==> config.mk <==
export PLATFORM = sky130hd
export DESIGN_NAME = crc32c_with_dword_swap_top
export DESIGN_NICKNAME = d
export VERILOG_FILES = /design/src/crc32cs_pkg.sv /design/src/crc32c_with_dword_swap_top.sv /design/src/crc32cs_fold.sv
export SDC_FILE = /design/constraint.sdc
export NUM_CORES = 1
export LEC_CHECK = 0
export BUFFER_PORTS_ARGS = -buffer_cell sky130_fd_sc_hd__buf_2
export CORE_ASPECT_RATIO = 1.75
export CORE_MARGIN = 3
export CORE_UTILIZATION = 37
export CTS_CLUSTER_DIAMETER = 40
export DETAILED_ROUTE_END_ITERATION = 6
export PLACE_DENSITY_LB_ADDON = 0.15
export SETUP_SLACK_MARGIN = 0.15
export SLEW_MARGIN = 0
export SYNTH_ARGS = -nofsm -noshare
export SYNTH_HDL_FRONTEND = slang
export SYNTH_SLANG_ARGS = --single-unit
==> constraint.sdc <==
create_clock -name clk -period 9.1 [get_ports clk]
set_input_delay 1.82 -clock clk [delete_from_list [all_inputs] [get_ports clk]]
set_output_delay 1.82 -clock clk [all_outputs]
set_load 0.02 [all_outputs]
==> src/crc32cs_pkg.sv <==
// Package: shared types, register indexes and CRC-32C fold matrices.
`timescale 1ns / 1ps

package crc32cs_pkg;

  // Reflected CRC-32C polynomial.
  localparam logic [31:0] CRC_POLY = 32'h82F63B78;

  localparam int CRC_W    = 32;
  localparam int BYTE_W   = 8;
  localparam int FOLD_MAX = 4;                   // most bytes folded by one item
  localparam int VEC_W    = CRC_W + FOLD_MAX * BYTE_W;
  localparam int FILL_W   = 2;
  localparam int GRP_W    = (FOLD_MAX - 1) * BYTE_W;
  localparam int CFG_IDX_W = 1;

  // Configuration register indexes.
  localparam logic [CFG_IDX_W-1:0] REG_SEED = 1'b0;
  localparam logic [CFG_IDX_W-1:0] REG_SWAP = 1'b1;

  // Pending bytes of a swap group; the earliest byte sits in bits 7..0.
  typedef struct packed {
    logic [GRP_W-1:0]  bytes;
    logic [FILL_W-1:0] fill;
  } grp_t;

  // For each byte count (1 to 4) and each CRC output bit, the mask of the
  // input vector {data, crc} bits that feed it.
  typedef logic [FOLD_MAX-1:0][CRC_W-1:0][VEC_W-1:0] crc_rows_t;

  // Bitwise fold of one byte; only evaluated on constants at elaboration.
  function automatic logic [CRC_W-1:0] fold_byte_f(input logic [CRC_W-1:0] crc,
                                                   input logic [BYTE_W-1:0] b);
    logic [CRC_W-1:0] c;
    c = crc ^ {{(CRC_W-BYTE_W){1'b0}}, b};
    for (int k = 0; k < BYTE_W; k++) begin
      c = c[0] ? ((c >> 1) ^ CRC_POLY) : (c >> 1);
    end
    return c;
  endfunction

  // Builds the fold matrices by pushing each single input bit through the
  // bitwise CRC. The fold is linear, so XOR of the columns gives the result.
  function automatic crc_rows_t gen_rows();
    crc_rows_t rows;
    logic [CRC_W-1:0] c;
    logic [FOLD_MAX*BYTE_W-1:0] d;
    rows = '0;
    for (int kk = 0; kk < FOLD_MAX; kk++) begin
      for (int j = 0; j < VEC_W; j++) begin
        c = '0;
        d = '0;
        if (j < CRC_W) begin
          c[j] = 1'b1;
        end else begin
          d[j-CRC_W] = 1'b1;
        end
        for (int bi = 0; bi <= kk; bi++) begin
          c = fold_byte_f(c, d[BYTE_W*bi +: BYTE_W]);
        end
        for (int o = 0; o < CRC_W; o++) begin
          rows[kk][o][j] = c[o];
        end
      end
    end
    return rows;
  endfunction

  localparam crc_rows_t CRC_ROWS = gen_rows();

endpackage

==> src/crc32c_with_dword_swap_top.sv <==
// Top level: CRC-32C over a byte stream with optional dword byte swap.
//
//   Channel  Ports                               Direction  Moves
//   in       in_valid in_stall in_data_byte ...  into block one message byte per item
//   out      out_valid out_stall out_crc_result  out        one CRC per message
//   cfg      cfg_we cfg_index cfg_wdata          into block seed and swap mode writes
//
// One byte is taken every cycle while the input does not stall; a byte is held in
// the input register and its CRC, if it ends a message, is then loaded into the result
// register. The fold of up to four bytes against the CRC register sets the path.
// Reset clears seed, mode, CRC register and pending group. A stalled result
// holds the result register; non-final bytes still flow past it, and the input
// stalls only when a final byte waits for a full result register.
`timescale 1ns / 1ps

module crc32c_with_dword_swap_top (
  input  logic                              clk,
  input  logic                              rst_n,
  input  logic                              in_valid,
  output logic                              in_stall,
  input  logic [crc32cs_pkg::BYTE_W-1:0]    in_data_byte,
  input  logic                              in_last_byte,
  output logic                              out_valid,
  input  logic                              out_stall,
  output logic [crc32cs_pkg::CRC_W-1:0]     out_crc_result,
  input  logic                              cfg_we,
  input  logic [crc32cs_pkg::CFG_IDX_W-1:0] cfg_index,
  input  logic [crc32cs_pkg::CRC_W-1:0]     cfg_wdata
);

  logic [crc32cs_pkg::CRC_W-1:0]  seed_r, seed_nxt;
  logic                           swap_r, swap_nxt;
  logic [crc32cs_pkg::CRC_W-1:0]  crc_r, crc_nxt;
  crc32cs_pkg::grp_t              grp_r, grp_nxt;
  logic                           s1_valid_r, s1_valid_nxt;
  logic [crc32cs_pkg::BYTE_W-1:0] s1_byte_r;
  logic                           s1_last_r;
  logic                           out_valid_r, out_valid_nxt;
  logic [crc32cs_pkg::CRC_W-1:0]  out_crc_r;

  logic                           out_free;
  logic                           s1_go;
  logic                           in_acc;
  logic [crc32cs_pkg::CRC_W-1:0]  fold_crc;
  crc32cs_pkg::grp_t              fold_grp;

  // Handshake control.
  assign out_free = !out_valid_r || !out_stall;
  assign s1_go    = s1_valid_r && (!s1_last_r || out_free);
  assign in_stall = s1_valid_r && !s1_go;
  assign in_acc   = in_valid && !in_stall;

  crc32cs_fold u_fold (
    .crc       (crc_r),
    .grp       (grp_r),
    .data_byte (s1_byte_r),
    .last_byte (s1_last_r),
    .swap      (swap_r),
    .crc_nxt   (fold_crc),
    .grp_nxt   (fold_grp)
  );

  // Configuration and CRC state. A seed write restarts the message.
  always_comb begin
    seed_nxt = seed_r;
    swap_nxt = swap_r;
    crc_nxt  = crc_r;
    grp_nxt  = grp_r;
    if (s1_go) begin
      if (s1_last_r) begin
        crc_nxt = seed_r;
        grp_nxt = '0;
      end else begin
        crc_nxt = fold_crc;
        grp_nxt = fold_grp;
      end
    end
    if (cfg_we) begin
      unique case (cfg_index)
        crc32cs_pkg::REG_SEED: begin
          seed_nxt = cfg_wdata;
          crc_nxt  = cfg_wdata;
          grp_nxt  = '0;
        end
        crc32cs_pkg::REG_SWAP: begin
          swap_nxt = cfg_wdata[0];
        end
        default: begin
          seed_nxt = seed_r;
        end
      endcase
    end
  end

  // Valid flags of the input and result registers.
  always_comb begin
    s1_valid_nxt = s1_valid_r;
    if (in_acc) begin
      s1_valid_nxt = 1'b1;
    end else if (s1_go) begin
      s1_valid_nxt = 1'b0;
    end
    out_valid_nxt = out_valid_r;
    if (s1_go && s1_last_r) begin
      out_valid_nxt = 1'b1;
    end else if (!out_stall) begin
      out_valid_nxt = 1'b0;
    end
  end

  // Control registers.
  always_ff @(posedge clk) begin
    if (!rst_n) begin
      seed_r      <= '0;
      swap_r      <= 1'b0;
      crc_r       <= '0;
      grp_r       <= '0;
      s1_valid_r  <= 1'b0;
      out_valid_r <= 1'b0;
    end else begin
      seed_r      <= seed_nxt;
      swap_r      <= swap_nxt;
      crc_r       <= crc_nxt;
      grp_r       <= grp_nxt;
      s1_valid_r  <= s1_valid_nxt;
      out_valid_r <= out_valid_nxt;
    end
  end

  // Payload registers.
  always_ff @(posedge clk) begin
    if (in_acc) begin
      s1_byte_r <= in_data_byte;
      s1_last_r <= in_last_byte;
    end
    if (s1_go && s1_last_r) begin
      out_crc_r <= fold_crc;
    end
  end

  assign out_valid      = out_valid_r;
  assign out_crc_result = out_crc_r;

endmodule

==> src/crc32cs_fold.sv <==
// Fold unit: orders pending and new bytes and folds up to four bytes at once.
`timescale 1ns / 1ps

module crc32cs_fold (
  input  logic [crc32cs_pkg::CRC_W-1:0]  crc,
  input  crc32cs_pkg::grp_t              grp,
  input  logic [crc32cs_pkg::BYTE_W-1:0] data_byte,
  input  logic                           last_byte,
  input  logic                           swap,
  output logic [crc32cs_pkg::CRC_W-1:0]  crc_nxt,
  output crc32cs_pkg::grp_t              grp_nxt
);

  logic                                         fold_en;
  logic                                         full_grp;
  logic [crc32cs_pkg::FOLD_MAX*crc32cs_pkg::BYTE_W-1:0] fold_data;
  logic [crc32cs_pkg::FILL_W-1:0]               fold_cnt;
  logic [crc32cs_pkg::VEC_W-1:0]                fold_vec;
  logic [crc32cs_pkg::CRC_W-1:0]                folded;
  logic [crc32cs_pkg::GRP_W-1:0]                grp_bytes;

  // A complete swap group folds in reverse order; anything else folds in
  // arrival order, pending bytes first.
  assign full_grp = swap && (grp.fill == 2'd3);
  assign fold_en  = !swap || full_grp || last_byte;

  always_comb begin
    fold_cnt  = grp.fill;
    fold_data = '0;
    if (full_grp) begin
      fold_data = {grp.bytes[7:0], grp.bytes[15:8], grp.bytes[23:16], data_byte};
    end else begin
      case (grp.fill)
        2'd0:    fold_data = {24'h0, data_byte};
        2'd1:    fold_data = {16'h0, data_byte, grp.bytes[7:0]};
        2'd2:    fold_data = {8'h0, data_byte, grp.bytes[15:0]};
        default: fold_data = {data_byte, grp.bytes};
      endcase
    end
  end

  // Each output bit is the parity of the masked input vector.
  assign fold_vec = {fold_data, crc};

  always_comb begin
    for (int o = 0; o < crc32cs_pkg::CRC_W; o++) begin
      folded[o] = ^(fold_vec & crc32cs_pkg::CRC_ROWS[fold_cnt][o]);
    end
  end

  // Gathering a swap byte appends it above the pending bytes.
  always_comb begin
    case (grp.fill)
      2'd0:    grp_bytes = {16'h0, data_byte};
      2'd1:    grp_bytes = {8'h0, data_byte, grp.bytes[7:0]};
      default: grp_bytes = {data_byte, grp.bytes[15:0]};
    endcase
  end

  always_comb begin
    if (fold_en) begin
      crc_nxt = folded;
      grp_nxt = '0;
    end else begin
      crc_nxt       = crc;
      grp_nxt.bytes = grp_bytes;
      grp_nxt.fill  = grp.fill + 2'd1;
    end
  end

endmodule

After elaboration in Yosys (flattened, before gate mapping)
Cells that the tools add are included.

Register bits after elaboration: 134. Bits of input ports: 47. Output and inout bits: 34. Word-level logic and storage cells: 119.

Add/subtract/negate cells: 1. $lt $le $gt $ge: 1. Equal/unequal tests: 4. Multiplexer cells: 19. Bitwise logic cells: 33. Reduce and logical (&&, ||, !) cells: 51.

Operators with widths (number): 2048-bit binary-select mux with 2-bit select (1); 64-bit bitwise AND (32); 2048-bit 2-to-1 mux (1); 64-bit XOR reduction (32); 32-bit 2-to-1 mux (6); 26-bit 2-to-1 mux (5); 32-bit one-hot mux with 3 select lines (1); 24-bit one-hot mux with 2 select lines (1); 1-bit zero test (6); 1-bit logical AND (5); 2-bit equality test (second input constant) (2); 1-bit logical OR (4); 1-bit 2-to-1 mux (4); 2-bit AND reduction (2); 2-bit by 3-bit less-than comparator with 1-bit output (second input constant) (1); 2-bit by 1-bit adder with 2-bit output (second input constant) (1); 2-bit by 1-bit equality test with 1-bit output (second input constant) (1); 2-bit zero test (1); 2-bit by 1-bit inequality test with 1-bit output (second input constant) (1); 2-bit nonzero test (1); 1-bit NOT (1).

Depth between registers and ports, before layout
Word-level depth: 10. Gate-level depth with buffers: 18. Gate-level depth less buffers: 12.

Hierarchy
Synthesis repeated with hierarchy kept, for this count alone.

Cell total of the unflattened synthesis: 1886. Area total of the unflattened synthesis: 16558.4 µm².

Modules (own cells, without submodules): crc32cs_fold (instances 1, cells each 1454, area each 11466.0 µm², seq. area each 0.0 µm²); crc32c_with_dword_swap_top (instances 1, cells each 432, area each 5092.4 µm², seq. area each 3093.0 µm²).

Worst setup path before layout
No wires, ideal clock.

Path kind: register to register. From: reg grp_r[1] (netlist bit). To: reg crc_r[5] (netlist bit). Library setup time: 0.069 ns. Arrival time: 4.343 ns. Setup slack: 4.688 ns. Cell stages (with the launch flop): 18. Buffers on the path: 5. Path through: dfxtp_1 > clkbuf_1 > clkinv_1 > clkbuf_1 > ha_1 > buf_6 > or3_1 > buf_2 > and3_4 > o21a_1 > buf_6 > nor3_4 > xor3_2 > xnor3_1 > xnor3_1 > xnor2_1 > o311a_1 > o21ai_1.

Longest elaborated chain between the ends: 10.

RTL lines: from (decl) (line crc32c_with_dword_swap_top.sv:34) `crc32cs_pkg::grp_t grp_r, grp_nxt;`; from (signal assigned) (line crc32c_with_dword_swap_top.sv:124) `grp_r <= grp_nxt;`; 2-bit equality test (tied with other cells) (line crc32cs_fold.sv:33) `case (grp.fill)`; 32-bit one-hot mux with 3 select lines or 1-bit logical AND (tied branches) (line crc32cs_fold.sv:33, crc32cs_fold.sv:24); 32-bit 2-to-1 mux (line crc32cs_fold.sv:30) `if (full_grp) begin`; 64-bit bitwise AND (line crc32cs_fold.sv:47) `folded[o] = ^(fold_vec & crc32cs_pkg::CRC_ROWS[fold_cnt][o]);`; 64-bit XOR reduction (line crc32cs_fold.sv:47); 32-bit 2-to-1 mux (*) (line crc32cs_fold.sv:61) `if (fold_en) begin`; 32-bit 2-to-1 mux (*) (line crc32c_with_dword_swap_top.sv:70) `if (s1_last_r) begin`; 32-bit 2-to-1 mux (*) (line crc32c_with_dword_swap_top.sv:69) `if (s1_go) begin`; 32-bit 2-to-1 mux (line crc32c_with_dword_swap_top.sv:79) `unique case (cfg_index)`; 32-bit 2-to-1 mux (*) (line crc32c_with_dword_swap_top.sv:78) `if (cfg_we) begin`; to (signal assigned) (line crc32c_with_dword_swap_top.sv:123) `crc_r <= crc_nxt;`; to (decl) (line crc32c_with_dword_swap_top.sv:33) `logic [crc32cs_pkg::CRC_W-1:0] crc_r, crc_nxt;`.

Every way passes the cells marked *; elsewhere a longest branch is shown, timed or not. The select of a mux whose other input is x is not followed. A chain may end at the register's enable or synchronous reset.

Worst setup path in the final report
From: reg grp_r[1] (netlist bit). To: reg out_crc_r, in the netlist out_crc_result[0], data pin.

Longest elaborated chain between the ends: 6.

RTL lines: 2-bit equality test (tied with other cells) (line crc32cs_fold.sv:33); 32-bit one-hot mux with 3 select lines or 1-bit logical AND (tied branches) (line crc32cs_fold.sv:33, crc32cs_fold.sv:24); 32-bit 2-to-1 mux (line crc32cs_fold.sv:30); 64-bit bitwise AND (line crc32cs_fold.sv:47); 64-bit XOR reduction (line crc32cs_fold.sv:47); 32-bit 2-to-1 mux (*) (line crc32cs_fold.sv:61); named net fold_crc, one bit (line crc32c_with_dword_swap_top.sv:44) `logic [crc32cs_pkg::CRC_W-1:0] fold_crc;`; to (signal assigned) (line crc32c_with_dword_swap_top.sv:137) `out_crc_r <= fold_crc;`; to (decl) (line crc32c_with_dword_swap_top.sv:39) `logic [crc32cs_pkg::CRC_W-1:0] out_crc_r;`.

Mark *: on every way through the listed nets, which the timed path passes. The rest lies on a longest branch. The select of a mux whose other input is x is not followed.

==> metrics <==
1st-iter DRT viols 1454; DRC viols 0; Clock transition at path regs 70 ps; clock buffer depth 2; clock share of power 26.6%; Max rail drop VDD 0.1454 mV; Routed WL 79.80 mm; core area 40950 µm²; Seq pwr share 28.6%; worst-margin pin slew 1400 ps; CTS resizes 0; Crit. End Element register; Max-Cap Viols 0; Yosys cell types 85; Critical Path RT 9420 ps; final setup fails 0; largest cells by area after synthesis xnor2_1 21%, dfxtp_1 12%, xnor3_1 8.9%, xor2_1 8.9%, edfxtp_1 8.0%; routed len/inst 33.94 µm; share of layout cells above drive strength 1 13.05%; FP Rows 98; die area 44220 µm²; Comb pwr share 44.8%; Post-CTS Setup Bufs 0; ANT cells 0; Yosys top cell area share 21.15%; TritonCTS buffer count 17; HP Start seed_r[0]$_SDFFE_PN0P_; Avg Inst Size Synth 8.650 µm²; WHS Path Cells 2; CTS tree built; area grow syn2layout 8.999%; Seq/Total Area, Yosys 20.08%; Min Clock Period, post-route 6445 ps; clock root cell clkbuf_16; Vias/cell 5.891; FF-to-FF path depth 11; crit-path max FO 42; largest net degree at the start of global routing 73; vias in the first global route 13626; GP Congestion 1.089; RSZ-0062 raised after global routing false; fmax 155.2 MHz; clock sinks 134; reg2reg start grp_r[1]$_SDFF_PN0_; period utilization 70.82%; post-route ant nets 0; setup slack, reg-to-reg 2660 ps; R2R Path End out_crc_result[0]$_DFFE_PP_; First-pass DRT Iterations 5; Switch Pwr 0.001077 W; gr usage total 35.65%; Main synth FF type dfxtp_1; number of placed I/O pins 81; first-pass GRT wire length 109.0 mm; Clock Latency Late Sink 450 ps; #FFs+latches synth 134; class of the most critical setup path reg -> reg; Die H 275.9 µm; H-tree depth 4; asr flop ratio synth 0%; initial antenna violation count 1; post-route setup TNS 0 ps; CP Launch Type register; status finished, final reports clean; Initial Util 37.62%; cell count after synthesis 1781; hold slack 440.0 ps; Syn Nets 1836; internal power 0.001507 W; Slew Limit Fails 0; hold_buf cts 0; clock skew 23.33 ps; Worst Hold Class reg -> reg; Post-synth EDFFs 41; final hold vios 0; headroom to the max-slew limit 6.346%; Post-Syn Area 15410 µm²; PortBufs 80; Synth area leader xnor2_1; Final #Nets 1843; critical path arrival 6760 ps; pwr dens 153.9 nW/µm²; Pleak 6.344 nW; via count 13850; WHS Endpoint seed_r[0]$_SDFFE_PN0P_; grt total ovfl 0; DP HPWL 59.69 mm; Die X 160.3 µm; FILL cells 4265; Sw Ratio 41.68%; yosys warns 0
-- kinds of logic (layout without fill, tap and decap cells) --
kind of cell | after synthesis | count (layout) | share of synthesized area (%)
XOR/XNOR | 610 | 610 | 41.65
AND/OR/NAND/NOR | 546 | 546 | 16.28
AO/OA/AOI/OAI | 297 | 297 | 14.48
buffers and inverters | 154 | 174 | 4.605
flip-flops | 134 | 134 | 20.08
multiplexers | 32 | 32 | 2.258
adder cells (fa/ha/maj) | 8 | 8 | 0.6497
-- routing by layer --
metal	vias to the layer above	GRT usage, %	share of wire (%)
met2	774	61.21	48
met3	275	6.031	6.6
li1	6033	-	-
met1	6768	37.86	34
met5	-	0	0
met4	0	30.74	11
-- power by group through the flow --
stage / Sequential (W) / Combinational [W] / Clock (W)
after floorplan: 0.000731 / 0.000727 / 0
after global placement: 0.000752 / 0.00111 / 0
after detailed placement: 0.000751 / 0.00111 / 0
after CTS: 0.000738 / 0.00112 / 0.000695
after global routing: 0.000742 / 0.00120 / 0.000721
final: 0.000740 / 0.00116 / 0.000687
-- worst max path at each step --
stage	start	endpoint	slack, ps	cells past startpoint
floorplan	grp_r[1]$_SDFF_PN0_	crc_r[5]$_SDFF_PN0_	4690	17
global placement	grp_r[1]$_SDFF_PN0_	out_crc_result[25]$_DFFE_PP_	3050	12
detailed placement	grp_r[1]$_SDFF_PN0_	out_crc_result[31]$_DFFE_PP_	3110	11
CTS	grp_r[1]$_SDFF_PN0_	out_crc_result[31]$_DFFE_PP_	3090	11
global route	grp_r[1]$_SDFF_PN0_	out_crc_result[0]$_DFFE_PP_	2600	11
finish	grp_r[1]$_SDFF_PN0_	out_crc_result[0]$_DFFE_PP_	2660	11
-- through the flow --
stage          setup WS (ps)  util [%]  area (µm²)  cells  power (W)
2_1_floorplan           4688         -       15410   1781   0.001458
3_5_place_dp            3109     39.64       16230   2319   0.001865
4_1_cts                 3088     41.00       16790   2351   0.002553
6_report                2655     41.00       16790   2351   0.002585
3_3_place_gp            3052     39.64       16230   2319   0.001866
5_1_grt                 2605     41.00       16790   2351   0.002660
-- cell usage after synthesis (5+ instances only) --
| cell type | n |
|---|---|
| a21boi_0 | 9 |
| a21oi_1 | 48 |
| a221o_1 | 20 |
| a22o_1 | 30 |
| a22oi_1 | 59 |
| a2bb2oi_2 | 5 |
| a31oi_1 | 7 |
| and2_0 | 5 |
| and2_1 | 14 |
| and3_1 | 16 |
| buf_1 | 17 |
| buf_2 | 18 |
| buf_4 | 6 |
| buf_6 | 10 |
| clkbuf_1 | 84 |
| dfxtp_1 | 93 |
| edfxtp_1 | 41 |
| ha_1 | 8 |
| inv_1 | 15 |
| mux2_2 | 19 |
| mux2i_1 | 12 |
| nand2_1 | 257 |
| nand2b_1 | 14 |
| nand3_1 | 37 |
| nand3b_1 | 19 |
| nor2_1 | 108 |
| nor2b_1 | 16 |
| nor3_1 | 25 |
| o211ai_1 | 5 |
| o21a_1 | 5 |
| o21ai_0 | 53 |
| o21ai_1 | 7 |
| o31ai_1 | 6 |
| or2_2 | 8 |
| xnor2_1 | 372 |
| xnor2_2 | 6 |
| xnor3_1 | 61 |
| xor2_1 | 156 |
| xor2_2 | 5 |
| xor3_1 | 9 |
-- state kept, by name (all words and copies together), names as in the netlist --
register and cells:
crc_r 32, out_crc_result 32, seed_r 32, grp_r 26, s1_byte_r 8, out_valid 1
s1_last_r 1, s1_valid_r 1, swap_r 1
-- area by class of cell --
| type | count | area [µm²] | share of cell area [%] |
|---|---|---|---|
| flip-flops and latches | 134 | 3093 | 18.42 |
| clock inverters | 15 | 133.9 | 0.7973 |
| multi-input cells | 1493 | 11640 | 69.32 |
| inverters | 18 | 67.56 | 0.4024 |
| clock buffers | 17 | 425.4 | 2.533 |
| repair buffers | 124 | 743.2 | 4.426 |
| well taps | 550 | 688.2 | 4.098 |
-- cell usage in the layout (no fill, tap or decap), drive strengths merged, types with 49 or more instances in the layout --
master  netlist  layout
buf          52     124
nor2        110     110
o21ai        65      65
nand2       258     258
a22oi        59      59
xor2        161     161
dfxtp        93      93
xnor3        61      61
xnor2       378     378
a21oi        49      49
-- worst max-delay path: stages, from the launching register on --
cell and delay (ps):
dfxtp_1 810, ha_4 610, nand2_2 620, and3_1 450, nor3_1 520, nor3_1 120, xnor2_1 980, xor2_1 190
xnor2_1 790, xnor3_1 520, xnor2_1 430, mux2_2 240
(Power assumes the default switching activity.)
